### src/rtl/tsdf_pkg.sv
package tsdf_pkg;

   localparam int QUEUE_DEPTH_DEFAULT = 2;

   localparam int CSR_INDEX_W = 3;
   localparam int CSR_DATA_W  = 2;

   typedef enum logic [CSR_INDEX_W-1:0] {
      CSR_NUMBER_MODE      = 3'd0,
      CSR_SQUEEZE_BLANK    = 3'd1,
      CSR_SHOW_ENDS        = 3'd2,
      CSR_SHOW_TABS        = 3'd3,
      CSR_SHOW_NONPRINTING = 3'd4
   } csr_index_type;

   localparam logic [1:0] NUMBER_ALL = 2'd1;

   localparam logic [7:0] CHAR_TAB    = 8'h09;
   localparam logic [7:0] CHAR_NL     = 8'h0A;
   localparam logic [7:0] CHAR_SPACE  = 8'h20;
   localparam logic [7:0] CHAR_DOLLAR = 8'h24;
   localparam logic [7:0] CHAR_DASH   = 8'h2D;
   localparam logic [7:0] CHAR_ZERO   = 8'h30;
   localparam logic [7:0] CHAR_QMARK  = 8'h3F;
   localparam logic [7:0] CHAR_CARET  = 8'h5E;
   localparam logic [7:0] CHAR_I      = 8'h49;
   localparam logic [7:0] CHAR_M      = 8'h4D;
   localparam logic [6:0] CHAR_DEL    = 7'h7F;
   localparam logic [7:0] CARET_BIAS  = 8'h40;

   localparam logic [23:0] BCD_ONE = 24'h000001;
   localparam logic [23:0] BCD_MAX = 24'h999999;

   // burst slots: six digits, tab, dollar, up to four body bytes
   localparam logic [3:0] SLOT_TAB    = 4'd6;
   localparam logic [3:0] SLOT_DOLLAR = 4'd7;
   localparam logic [3:0] SLOT_BODY   = 4'd8;

   typedef struct packed {
      logic [1:0] number_mode;
      logic       squeeze_blank;
      logic       show_ends;
      logic       show_tabs;
      logic       show_nonprinting;
   } cfg_type;

   typedef struct packed {
      logic            num_en;
      logic [23:0]     num;
      logic            dollar;
      logic [3:0][7:0] body;
      logic [1:0]      body_last;
   } desc_type;

   function automatic logic [23:0] bcd_inc(input logic [23:0] v);
      logic [23:0] r;
      logic        carry;
      logic [4:0]  d;
      r = '0;
      carry = 1'b1;
      if (v >= BCD_MAX) begin
         r = BCD_MAX;
      end else begin
         for (int i = 0; i < 6; i++) begin
            d = {1'b0, v[4*i +: 4]} + {4'd0, carry};
            if (d > 5'd9) begin
               d = '0;
               carry = 1'b1;
            end else begin
               carry = 1'b0;
            end
            r[4*i +: 4] = d[3:0];
         end
      end
      return r;
   endfunction

endpackage

### src/rtl/text_stream_display_filter_unit.sv
// Text display filter: each byte pushed in yields a burst of zero to eleven bytes on the
// result side (optional six-digit line number and tab, optional '$' before a newline, the
// byte itself or its ^X / ^? / M- / ^I escape), with burst_last set on the final byte of
// each burst; squeezed repeat blank lines yield nothing. The front stage classifies one
// byte per cycle while the queue has room and updates the line state; the back stage
// writes one output byte per cycle while a burst is queued and the output is free, so a
// byte holds the back stage for as long as its burst is long (a dropped blank line only
// costs its accept in the front), and the sustained rate is set by the back stage's
// single output byte per cycle. A queue of QUEUE_DEPTH bursts sits between the two.
// Configuration writes take effect at once and should be made while the block is idle.
module text_stream_display_filter_unit #(
   parameter int QUEUE_DEPTH = tsdf_pkg::QUEUE_DEPTH_DEFAULT
) (
   input  logic                           clock,
   input  logic                           reset,
   input  logic                           req_push,
   output logic                           req_full,
   input  logic [7:0]                     req_in_byte,
   output logic                           rsp_empty,
   input  logic                           rsp_pop,
   output logic [7:0]                     rsp_out_byte,
   output logic                           rsp_burst_last,
   input  logic                           csr_write_en,
   input  logic [tsdf_pkg::CSR_INDEX_W-1:0] csr_index,
   input  logic [tsdf_pkg::CSR_DATA_W-1:0]  csr_wdata
);
   import tsdf_pkg::*;

   cfg_type  cfg_ff, cfg_in;
   logic     q_push;
   logic     q_pop;
   logic     q_full;
   logic     q_empty;
   desc_type q_data;
   desc_type q_head;

   always_comb begin
      cfg_in = cfg_ff;
      if (csr_write_en) begin
         unique case (csr_index)
            CSR_NUMBER_MODE:      cfg_in.number_mode      = csr_wdata;
            CSR_SQUEEZE_BLANK:    cfg_in.squeeze_blank    = csr_wdata[0];
            CSR_SHOW_ENDS:        cfg_in.show_ends        = csr_wdata[0];
            CSR_SHOW_TABS:        cfg_in.show_tabs        = csr_wdata[0];
            CSR_SHOW_NONPRINTING: cfg_in.show_nonprinting = csr_wdata[0];
            default:              cfg_in = cfg_ff;
         endcase
      end
   end

   always_ff @(posedge clock) begin
      if (reset) begin
         cfg_ff <= '0;
      end else begin
         cfg_ff <= cfg_in;
      end
   end

   assign req_full = q_full;

   tsdf_front u_front (
      .clock       (clock),
      .reset       (reset),
      .cfg         (cfg_ff),
      .req_push    (req_push),
      .req_in_byte (req_in_byte),
      .q_full      (q_full),
      .q_push      (q_push),
      .q_data      (q_data)
   );

   tsdf_queue #(
      .DEPTH (QUEUE_DEPTH)
   ) u_queue (
      .clock     (clock),
      .reset     (reset),
      .push      (q_push),
      .push_data (q_data),
      .pop       (q_pop),
      .full      (q_full),
      .empty     (q_empty),
      .head      (q_head)
   );

   tsdf_back u_back (
      .clock          (clock),
      .reset          (reset),
      .q_empty        (q_empty),
      .q_head         (q_head),
      .q_pop          (q_pop),
      .rsp_pop        (rsp_pop),
      .rsp_empty      (rsp_empty),
      .rsp_out_byte   (rsp_out_byte),
      .rsp_burst_last (rsp_burst_last)
   );

   a_no_push_when_full: assert property (@(posedge clock) disable iff (reset)
      q_push |-> !q_full)
      else $error("burst queue written while full");

   a_no_pop_when_empty: assert property (@(posedge clock) disable iff (reset)
      q_pop |-> !q_empty)
      else $error("burst queue read while empty");

   a_burst_continues: assert property (@(posedge clock) disable iff (reset)
      (!rsp_empty && rsp_pop && !rsp_burst_last) |=> !rsp_empty)
      else $error("gap inside an output burst");

endmodule

### src/rtl/tsdf_front.sv
module tsdf_front (
   input  logic               clock,
   input  logic               reset,
   input  tsdf_pkg::cfg_type  cfg,
   input  logic               req_push,
   input  logic [7:0]         req_in_byte,
   input  logic               q_full,
   output logic               q_push,
   output tsdf_pkg::desc_type q_data
);
   import tsdf_pkg::*;

   logic [23:0] line_count_ff, line_count_in;
   logic        at_line_start_ff, at_line_start_in;
   logic        prev_line_empty_ff, prev_line_empty_in;

   logic            accept;
   logic            nl;
   logic            tab;
   logic            drop;
   logic            num_en;
   logic [6:0]      lo;
   logic [7:0]      lo_caret;
   logic            lo_ctrl;
   logic [3:0][7:0] body;
   logic [1:0]      body_last;

   assign accept = req_push && !q_full;
   assign nl     = (req_in_byte == CHAR_NL);
   assign tab    = (req_in_byte == CHAR_TAB);
   assign drop   = cfg.squeeze_blank && nl && at_line_start_ff && prev_line_empty_ff;
   assign num_en = at_line_start_ff &&
                   ((cfg.number_mode == NUMBER_ALL) || (cfg.number_mode[1] && !nl));

   assign lo       = req_in_byte[6:0];
   assign lo_ctrl  = (lo[6:5] == 2'b00) || (lo == CHAR_DEL);
   assign lo_caret = (lo == CHAR_DEL) ? CHAR_QMARK : ({3'b000, lo[4:0]} | CARET_BIAS);

   always_comb begin
      body      = '0;
      body_last = 2'd0;
      body[0]   = req_in_byte;
      if (cfg.show_nonprinting && !nl && !tab && req_in_byte[7]) begin
         body[0] = CHAR_M;
         body[1] = CHAR_DASH;
         if (lo_ctrl) begin
            body[2]   = CHAR_CARET;
            body[3]   = lo_caret;
            body_last = 2'd3;
         end else begin
            body[2]   = {1'b0, lo};
            body_last = 2'd2;
         end
      end else if (cfg.show_nonprinting && !nl && !tab && lo_ctrl) begin
         body[0]   = CHAR_CARET;
         body[1]   = lo_caret;
         body_last = 2'd1;
      end else if (cfg.show_tabs && tab) begin
         body[0]   = CHAR_CARET;
         body[1]   = CHAR_I;
         body_last = 2'd1;
      end
   end

   assign q_push           = accept && !drop;
   assign q_data.num_en    = num_en;
   assign q_data.num       = line_count_ff;
   assign q_data.dollar    = cfg.show_ends && nl;
   assign q_data.body      = body;
   assign q_data.body_last = body_last;

   always_comb begin
      line_count_in      = line_count_ff;
      at_line_start_in   = at_line_start_ff;
      prev_line_empty_in = prev_line_empty_ff;
      if (q_push) begin
         prev_line_empty_in = nl && at_line_start_ff;
         at_line_start_in   = nl;
         if (num_en) begin
            line_count_in = bcd_inc(line_count_ff);
         end
      end
   end

   always_ff @(posedge clock) begin
      if (reset) begin
         line_count_ff      <= BCD_ONE;
         at_line_start_ff   <= 1'b1;
         prev_line_empty_ff <= 1'b0;
      end else begin
         line_count_ff      <= line_count_in;
         at_line_start_ff   <= at_line_start_in;
         prev_line_empty_ff <= prev_line_empty_in;
      end
   end

endmodule

### src/rtl/tsdf_queue.sv
module tsdf_queue #(
   parameter int DEPTH = tsdf_pkg::QUEUE_DEPTH_DEFAULT
) (
   input  logic               clock,
   input  logic               reset,
   input  logic               push,
   input  tsdf_pkg::desc_type push_data,
   input  logic               pop,
   output logic               full,
   output logic               empty,
   output tsdf_pkg::desc_type head
);
   import tsdf_pkg::*;

   localparam int PTR_W = (DEPTH > 1) ? $clog2(DEPTH) : 1;
   localparam int CNT_W = $clog2(DEPTH + 1);
   localparam logic [PTR_W-1:0] PTR_LAST = PTR_W'(DEPTH - 1);
   localparam logic [CNT_W-1:0] CNT_FULL = CNT_W'(DEPTH);

   desc_type         mem_ff [DEPTH];
   logic [PTR_W-1:0] wr_ptr_ff, wr_ptr_in;
   logic [PTR_W-1:0] rd_ptr_ff, rd_ptr_in;
   logic [CNT_W-1:0] count_ff, count_in;

   assign full  = (count_ff == CNT_FULL);
   assign empty = (count_ff == '0);
   assign head  = mem_ff[rd_ptr_ff];

   always_comb begin
      wr_ptr_in = wr_ptr_ff;
      rd_ptr_in = rd_ptr_ff;
      count_in  = count_ff;
      if (push) begin
         wr_ptr_in = (wr_ptr_ff == PTR_LAST) ? '0 : wr_ptr_ff + 1'b1;
      end
      if (pop) begin
         rd_ptr_in = (rd_ptr_ff == PTR_LAST) ? '0 : rd_ptr_ff + 1'b1;
      end
      if (push && !pop) begin
         count_in = count_ff + 1'b1;
      end else if (pop && !push) begin
         count_in = count_ff - 1'b1;
      end
   end

   always_ff @(posedge clock) begin
      if (reset) begin
         wr_ptr_ff <= '0;
         rd_ptr_ff <= '0;
         count_ff  <= '0;
      end else begin
         wr_ptr_ff <= wr_ptr_in;
         rd_ptr_ff <= rd_ptr_in;
         count_ff  <= count_in;
      end
   end

   always_ff @(posedge clock) begin
      if (push) begin
         mem_ff[wr_ptr_ff] <= push_data;
      end
   end

endmodule

### src/rtl/tsdf_back.sv
module tsdf_back (
   input  logic               clock,
   input  logic               reset,
   input  logic               q_empty,
   input  tsdf_pkg::desc_type q_head,
   output logic               q_pop,
   input  logic               rsp_pop,
   output logic               rsp_empty,
   output logic [7:0]         rsp_out_byte,
   output logic               rsp_burst_last
);
   import tsdf_pkg::*;

   logic       active_ff, active_in;
   logic [3:0] pos_ff, pos_in;
   logic       valid_ff, valid_in;
   logic [7:0] byte_ff, byte_in;
   logic       last_ff, last_in;

   logic       out_free;
   logic       emit;
   logic [3:0] start_pos;
   logic [3:0] cur;
   logic [3:0] next_pos;
   logic       cur_last;
   logic [7:0] cur_byte;
   logic [3:0] dig [6];
   logic       blank [6];
   logic       chain;
   logic [2:0] k;

   assign out_free  = !valid_ff || rsp_pop;
   assign emit      = !q_empty && out_free;
   assign start_pos = q_head.num_en ? 4'd0 : (q_head.dollar ? SLOT_DOLLAR : SLOT_BODY);
   assign cur       = active_ff ? pos_ff : start_pos;
   assign cur_last  = (cur >= SLOT_BODY) && (cur[1:0] == q_head.body_last);
   assign next_pos  = (cur == SLOT_TAB) ? (q_head.dollar ? SLOT_DOLLAR : SLOT_BODY)
                                        : cur + 4'd1;
   assign k         = 3'd5 - cur[2:0];

   // leading zeros of the line number print as spaces
   always_comb begin
      chain = 1'b1;
      for (int i = 5; i >= 0; i--) begin
         dig[i]   = (q_head.num[4*i +: 4] > 4'd9) ? 4'd9 : q_head.num[4*i +: 4];
         chain    = chain && (dig[i] == 4'd0) && (i != 0);
         blank[i] = chain;
      end
   end

   always_comb begin
      if (cur < SLOT_TAB) begin
         cur_byte = blank[k] ? CHAR_SPACE : (CHAR_ZERO | {4'd0, dig[k]});
      end else if (cur == SLOT_TAB) begin
         cur_byte = CHAR_TAB;
      end else if (cur == SLOT_DOLLAR) begin
         cur_byte = CHAR_DOLLAR;
      end else begin
         cur_byte = q_head.body[cur[1:0]];
      end
   end

   assign q_pop = emit && cur_last;

   always_comb begin
      active_in = active_ff;
      pos_in    = pos_ff;
      valid_in  = valid_ff && !rsp_pop;
      byte_in   = byte_ff;
      last_in   = last_ff;
      if (emit) begin
         valid_in  = 1'b1;
         byte_in   = cur_byte;
         last_in   = cur_last;
         active_in = !cur_last;
         pos_in    = next_pos;
      end
   end

   always_ff @(posedge clock) begin
      if (reset) begin
         active_ff <= 1'b0;
         valid_ff  <= 1'b0;
      end else begin
         active_ff <= active_in;
         valid_ff  <= valid_in;
      end
   end

   always_ff @(posedge clock) begin
      pos_ff  <= pos_in;
      byte_ff <= byte_in;
      last_ff <= last_in;
   end

   assign rsp_empty      = !valid_ff;
   assign rsp_out_byte   = byte_ff;
   assign rsp_burst_last = last_ff;

endmodule
### config.mk
export PLATFORM = sky130hd
export DESIGN_NAME = text_stream_display_filter_unit
export DESIGN_NICKNAME = d
export VERILOG_FILES = /design/src/rtl/tsdf_pkg.sv /design/src/rtl/text_stream_display_filter_unit.sv /design/src/rtl/tsdf_front.sv /design/src/rtl/tsdf_queue.sv /design/src/rtl/tsdf_back.sv
export SDC_FILE = /design/constraint.sdc
export NUM_CORES = 1
export LEC_CHECK = 0
export ABC_CLOCK_PERIOD_IN_PS = 12100
export BUFFER_PORTS_ARGS = -buffer_cell sky130_fd_sc_hd__buf_2
export CAP_MARGIN = 10
export CORE_ASPECT_RATIO = 0.75
export CORE_MARGIN = 8
export CORE_UTILIZATION = 51
export DETAILED_ROUTE_END_ITERATION = 10
export PLACE_DENSITY_LB_ADDON = 0.05
export RECOVER_POWER = 100
export SKIP_CTS_REPAIR_TIMING = 1
export SKIP_LAST_GASP = 1
export SYNTH_ARGS = -nofsm -noshare
export SYNTH_HDL_FRONTEND = slang
export SYNTH_SLANG_ARGS = --single-unit
### constraint.sdc
create_clock -name clock -period 12.1 [get_ports clock]
set_input_delay 1.815 -clock clock [delete_from_list [all_inputs] [get_ports clock]]
set_output_delay 1.815 -clock clock [all_outputs]
set_load 0.01 [all_outputs]
Word-level counts from Yosys, hierarchy flattened

Memories as Yosys holds them, arrays and structs flattened. A register that Yosys moved wholly into a read port is not among the register bits.
Cells that the tools add are included.

Add/subtract/negate cells: 12
$lt $le $gt $ge: 17
Equal/unequal tests: 12
Multiplexer cells: 69
Bitwise operators: 1
Reduce and logical (&&, ||, !) cells: 52

Operator list:

| cell                                                                  | count |
|---|---|
| 4-bit 2-to-1 mux                                                      | 18 |
| 16-bit 2-to-1 mux                                                     | 3 |
| 8-bit 2-to-1 mux                                                      | 5 |
| 1-bit 2-to-1 mux                                                      | 31 |
| 5-bit by 4-bit > comparator with 1-bit output (second input constant) | 6 |
| 4-bit by 1-bit adder with 5-bit output                                | 5 |
| 24-bit >= comparator (second input constant)                          | 1 |
| 4-bit > comparator (second input constant)                            | 6 |
| 1-bit logical AND                                                     | 24 |
| 24-bit 2-to-1 mux                                                     | 1 |
| 4-bit logical NOT                                                     | 5 |
| 8-bit binary-select mux with 2-bit select                             | 1 |
| 8-bit by 4-bit == test with 1-bit output (second input constant)      | 2 |
| 15-bit 2-to-1 mux                                                     | 1 |
| 7-bit 2-to-1 mux                                                      | 2 |
| 4-bit binary-select mux with 3-bit select                             | 1 |
| 2-bit AND reduction                                                   | 6 |
| 1-bit logical NOT                                                     | 10 |
| 4-bit by 3-bit == test with 1-bit output (second input constant)      | 2 |
| 4-bit >= comparator (second input constant)                           | 2 |
| 2-bit 2-to-1 mux                                                      | 4 |
| 7-bit == test (second input constant)                                 | 1 |
| 3-bit by 2-bit == test with 1-bit output (second input constant)      | 2 |
| 4-bit by 1-bit adder with 5-bit output (second input constant)        | 1 |
| other kinds (19)                                                      | 23 |

Bits in registers: 51
Bits in writable memories: 120
Input bits: 18
Memories: 1

Memory list:

| name           | words | bits a word | read ports | clocked after memory_dff | wr ports | line             | RTL |
|---|---|---|---|---|---|---|---|
| u_queue.mem_ff | 2     | 60          | 1          | 1                        | 1        | tsdf_queue.sv:20 | `desc_type mem_ff [DEPTH];` |

Logic depth before layout (Yosys ltp)

Word-level depth: 35
Gate-level depth with buffers: 38
Mapped depth without buffers: 38

Modules after synthesis

Synthesis repeated with hierarchy kept, for this count alone.

Cells, all modules: 709
Area total of the unflattened synthesis: 8521.9 um2

By module, submodules not included:

| module                          | instances | cells each | area an instance (um2) |
|---|---|---|---|
| tsdf_queue                      | 1         | 209        | 4536.9 |
| tsdf_front                      | 1         | 291        | 2220.9 |
| tsdf_back                       | 1         | 184        | 1476.4 |
| text_stream_display_filter_unit | 1         | 25         | 287.8 |

Worst setup path after synthesis

No wires, ideal clock.

Path type: flip-flop to flip-flop
Start point: reg u_front.line_count_ff[0]
End point: reg u_front.line_count_ff[23]
Setup time: 70 ps
Arrival time: 6428 ps
Slack: 5602 ps
Cell stages (with the launch flop): 36
Path buffers: 0
Clock period less this slack: 6498 ps
Cells stage by stage: dfxtp_1 -> inv_1 -> ha_1 -> nor2b_1 -> o211ai_1 -> a21oi_1 -> nor2_1 -> ha_1 -> ha_1 -> o21a_1 -> o221ai_1 -> inv_1 -> ha_1 -> ha_1 -> o21a_1 -> o221ai_1 -> inv_1 -> ha_1 -> ha_1 -> o21a_1 -> o221ai_1 -> inv_1 -> ha_1 -> ha_1 -> inv_1 -> a21oi_1 -> nor2_1 -> nor3_1 -> ha_1 -> ha_1 -> nand2b_1 -> a31oi_1 -> a211o_1 -> nand2_1 -> a21o_1 -> a21oi_1

Word-level cells in the longest chain between the ends: 34
Elaborated cells on any way between the ends: 35
Classes of those cells: add/sub (6); order compare (7); mux (22)

RTL lines:

| element                                       | line             | RTL |
|---|---|---|
| start: declaration                            | tsdf_front.sv:13 | `logic [23:0] line_count_ff, line_count_in;` |
| start signal: assignment                      | tsdf_front.sv:91 | `line_count_ff <= line_count_in;` |
| 4-bit by 1-bit adder with 5-bit output        | tsdf_pkg.sv:65   | `d = {1'b0, v[4*i +: 4]} + {4'd0, carry};` |
| 5-bit by 4-bit > comparator with 1-bit output | tsdf_pkg.sv:66   | `if (d > 5'd9) begin` |
| 1-bit 2-to-1 mux                              | tsdf_pkg.sv:66   |  |
| 1-bit 2-to-1 mux                              | tsdf_pkg.sv:61   | `if (v >= BCD_MAX) begin` |
| 1-bit 2-to-1 mux                              | tsdf_front.sv:79 | `if (num_en) begin` |
| 1-bit 2-to-1 mux                              | tsdf_front.sv:76 | `if (q_push) begin` |
| 4-bit by 1-bit adder with 5-bit output        | tsdf_pkg.sv:65   |  |
| 5-bit by 4-bit > comparator with 1-bit output | tsdf_pkg.sv:66   |  |
| [18 not listed]                               | -                |  |
| 1-bit 2-to-1 mux                              | tsdf_pkg.sv:66   |  |
| 1-bit 2-to-1 mux                              | tsdf_pkg.sv:61   |  |
| 1-bit 2-to-1 mux                              | tsdf_front.sv:79 |  |
| 1-bit 2-to-1 mux                              | tsdf_front.sv:76 |  |
| 4-bit by 1-bit adder with 5-bit output        | tsdf_pkg.sv:65   |  |
| 5-bit by 4-bit > comparator with 1-bit output | tsdf_pkg.sv:66   |  |
| 4-bit 2-to-1 mux                              | tsdf_pkg.sv:66   |  |
| 24-bit 2-to-1 mux *                           | tsdf_pkg.sv:61   |  |

Mark *: on every way between the ends. The rest lies on a longest branch, timed or not. The select of a mux whose other input is x is not followed.
A chain may end at the register's enable or synchronous reset.

Worst setup path in the final report

Start point: reg u_front.line_count_ff[0]
End point: reg u_front.line_count_ff[20]

Same word-level chain as after synthesis.

==> run_results.csv <==
group,metric,value,unit
run_status,status,"complete, but fails checks",
run_status,violations,"max-capacitance violations, max-slew violations",
critical_path,cpMaxStageDelayCell,"dfxtp_1",
power_and_ir_drop,p_sw_share,32.7,%
grt,grt_antenna_before_repair,0,
die,chipHeight,125,um
final_layout,syn_to_final_growth,9.90,%
logic_synthesis,syn_nets,736,
logic_synthesis,ys_seq_area_share,56.4,%
die,core_area,15800,um^2
logic_synthesis,synth.avg_cell_area,11.6,um^2
grt,grt_pass1_vias,5497,
final_layout,nets,756,
timing,setup_viol,0,
clock_network,cts_tree,"yes",
critical_path,r2r_start,"u_front.line_count_ff[0]",
timing,max_freq,0.134,GHz
critical_path,slowest_delay,450,ps
place,post-dp-hpwl,13000,um
min_path,min_path_cells,2,
power_and_ir_drop,vdd_drop_max,114,uV
timing,worst_pin_slew,3360,ps
grt,grt_usage,18.8,%
timing,tns,0,ps
timing,hold_viol_final,0,
critical_path,critPathArrivalTime,7770,ps
die,die-area,20300,um^2
final_layout,insertedDiodeCount,0,
clock_network,clk_pin_slew,60,ps
logic_synthesis,synth_cells,701,
power_and_ir_drop,power.density,205,nW/um^2
grt,overflow,0,
grt,grt_max_degree,58,
power_and_ir_drop,p_int,1.24,mW
critical_path,start_kind,"flop",
critical_path,worstPathRequired,12420,ps
logic_synthesis,yosysUniqueCellTypes,75,
die,initial_utilization,51.5,%
logic_synthesis,synth_ff_type,"edfxtp_1",
clock_network,root_buffer,"clkbuf_16",
power_and_ir_drop,p_sw,601,uW
power_and_ir_drop,p_total,1.84,mW
drt,avgViaCountPerCell,6.07,
critical_path,crit_type,"reg -> reg",
logic_synthesis,async_flop_share,0,%
clock_network,insertion_delay,420,ps
clock_network,cts_buffer_depth,2,
grt,grt_pass1_wl,29900,um
min_path,hold_path_end,"u_back.valid_ff",
drt,wire_per_inst,19.9,um
power_and_ir_drop,p_seq_share,43.5,%
critical_path,crit_path_max_fanout,8,
power_and_ir_drop,pwr-share-comb,28.4,%
die,fp.dieW,162,um
power_and_ir_drop,power.leakage,3.09,nW
clock_network,cts_buffers,17,
timing,fin_crit,7450,ps
critical_path,cp-end-kind,"flop",
die,pin_count,29,
timing,period_share,61.6,%
logic_synthesis,synth_edf_count,127,
min_path,hp-start,"u_back.valid_ff",
drt,initialDrtViolationCount,594,
clock_network,clock-sinks,166,
drt,drc,0,
critical_path,worstRegToRegCells,34,
min_path,worst_hold_path_type,"reg -> reg",
power_and_ir_drop,clkPwrFrac,28.1,%
timing,finalMaxSlewViolations,231,
timing,rsz0062_at_grt,"false",
timing,fin_skew,6.40,ps
drt,dr.pass1.iters,6,
drt,vias,5728,
die,row_count,40,
place,gp_congestion,0.784,
critical_path,r2r_slack,4650,ps
run,drv_cap,6,
drt,ant_nets,0,
critical_path,worst_r2r_endpoint,"u_front.line_count_ff[20]",
logic_synthesis,synthesis.area,8140,um^2
timing,slew_headroom,-124,%
critical_path,cpMostUsedCell,"ha_1",
drt,wirelength,18800,um
logic_synthesis,yosysWarnings,0,
place,numPortBuffers,28,
logic_synthesis,ys_seq_elements,166,
final_layout,drive_gt1_share,8.45,%
clock_network,cts_htree_levels,4,
logic make-up (layout without fill, tap and decap cells):
kind of cell / count (synthesis) / in the layout / synth area share, %
AO/OA/AOI/OAI: 174 / 174 / 14.6
adder cells (fa/ha/maj): 17 / 17 / 2.61
AND/OR/NAND/NOR: 226 / 226 / 14.8
XOR/XNOR: 12 / 12 / 1.29
buffers and inverters: 63 / 96 / 3.26
flip-flops: 166 / 166 / 56.4
multiplexers: 43 / 43 / 7.04
cells in the mapped netlist, types with 10 or more instances:
cell      instances  area, um^2
nor3b_1          15         113
dfxtp_1          39         781
nor3_1           16        80.1
o21ai_0          21         105
a21oi_1          49         245
nor2b_1          15        93.8
ha_1             17         213
mux4_2           11         248
nor2_1           64         240
nand2_1          46         173
buf_2            11        55.1
clkbuf_1         16        60.1
mux2i_1          28         280
o21ai_1          15        75.1
inv_1            28         105
edfxtp_1        127        3810
nand2b_1         11        68.8
and2_1           10        62.6
critical path: cells and delay by family (launching register included):
family / cells / cell delay [ps]
flip-flops: 1 / 450
adder cells (fa/ha/maj): 11 / 3100
AO/OA/AOI/OAI: 13 / 2490
buffers and inverters: 5 / 480
AND/OR/NAND/NOR: 5 / 800
registers in the layout (all words and copies together), names as in the netlist, named ones only:
signal,cells
u_queue.rd_ptr_ff,1
u_back.active_ff,1
u_front.line_count_ff,24
u_back.pos_ff,4
u_front.prev_line_empty_ff,1
u_queue.wr_ptr_ff,1
u_back.rsp_burst_last,1
u_back.valid_ff,1
u_queue.count_ff,2
u_queue.mem_ff,114
u_back.rsp_out_byte,8
cfg_ff,6
u_front.at_line_start_ff,1
cell type report:
class	count	area, um^2
Fill cell	1349	6870
Tap cell	210	263
Inverter	30	113
Clock buffer	18	429
Clock inverter	14	136
Multi-Input combinational cell	472	3260
Timing Repair Buffer	34	150
Sequential cell	166	4590
metal layers:
| layer | share of wire, % | GRT usage, % |
|---|---|---|
| met1 | 52 | 28.2 |
| met2 | 42 | 26.4 |
| met3 | 5.9 | 4.20 |
| met4 | 0.85 | 5.49 |
| met5 | 0 | 0 |
layout by cell type (no fill, tap or decap), drive strengths merged, types with 17 or more instances in the layout:
master  count
clkbuf     38
a21oi      51
mux2i      28
nand2      46
nor2       64
ha         17
nor3       17
inv        30
o21ai      36
edfxtp    127
dfxtp      39
power groups by stage:
stage	logic [mW]	clock network [mW]	registers (mW)
after floorplan	0.382	0	0.789
after global placement	0.527	0	0.804
after detailed placement	0.530	0	0.808
after CTS	0.533	0.526	0.796
after global routing	0.573	0.548	0.814
final	0.522	0.516	0.800
worst max path at each step:
| stage | slack [ps] | startpoint | endpoint |
|---|---|---|---|
| 4_1_cts | 4670 | u_front.line_count_ff[0] | u_front.line_count_ff[20] |
| 6_report | 4650 | u_front.line_count_ff[0] | u_front.line_count_ff[20] |
| 5_1_grt | 3940 | u_front.line_count_ff[0] | u_front.line_count_ff[23] |
| 2_1_floorplan | 5600 | u_front.line_count_ff[0] | u_front.line_count_ff[23] |
| 3_3_place_gp | 5080 | u_front.line_count_ff[0] | u_front.line_count_ff[23] |
| 3_5_place_dp | 4710 | u_front.line_count_ff[0] | u_front.line_count_ff[20] |
through the flow:
step	area [um^2]	worst slack, ps	std cells	hold WS (ps)	util (%)
floorplan	8140	5600	701	424	-
global placement	8450	5080	912	489	53.4
detailed placement	8450	4710	912	496	53.4
global route	8950	3940	944	532	56.6
finish	8950	4650	944	503	56.6
CTS	9020	4670	944	510	57.0
Power figures use the tool's default switching activity.
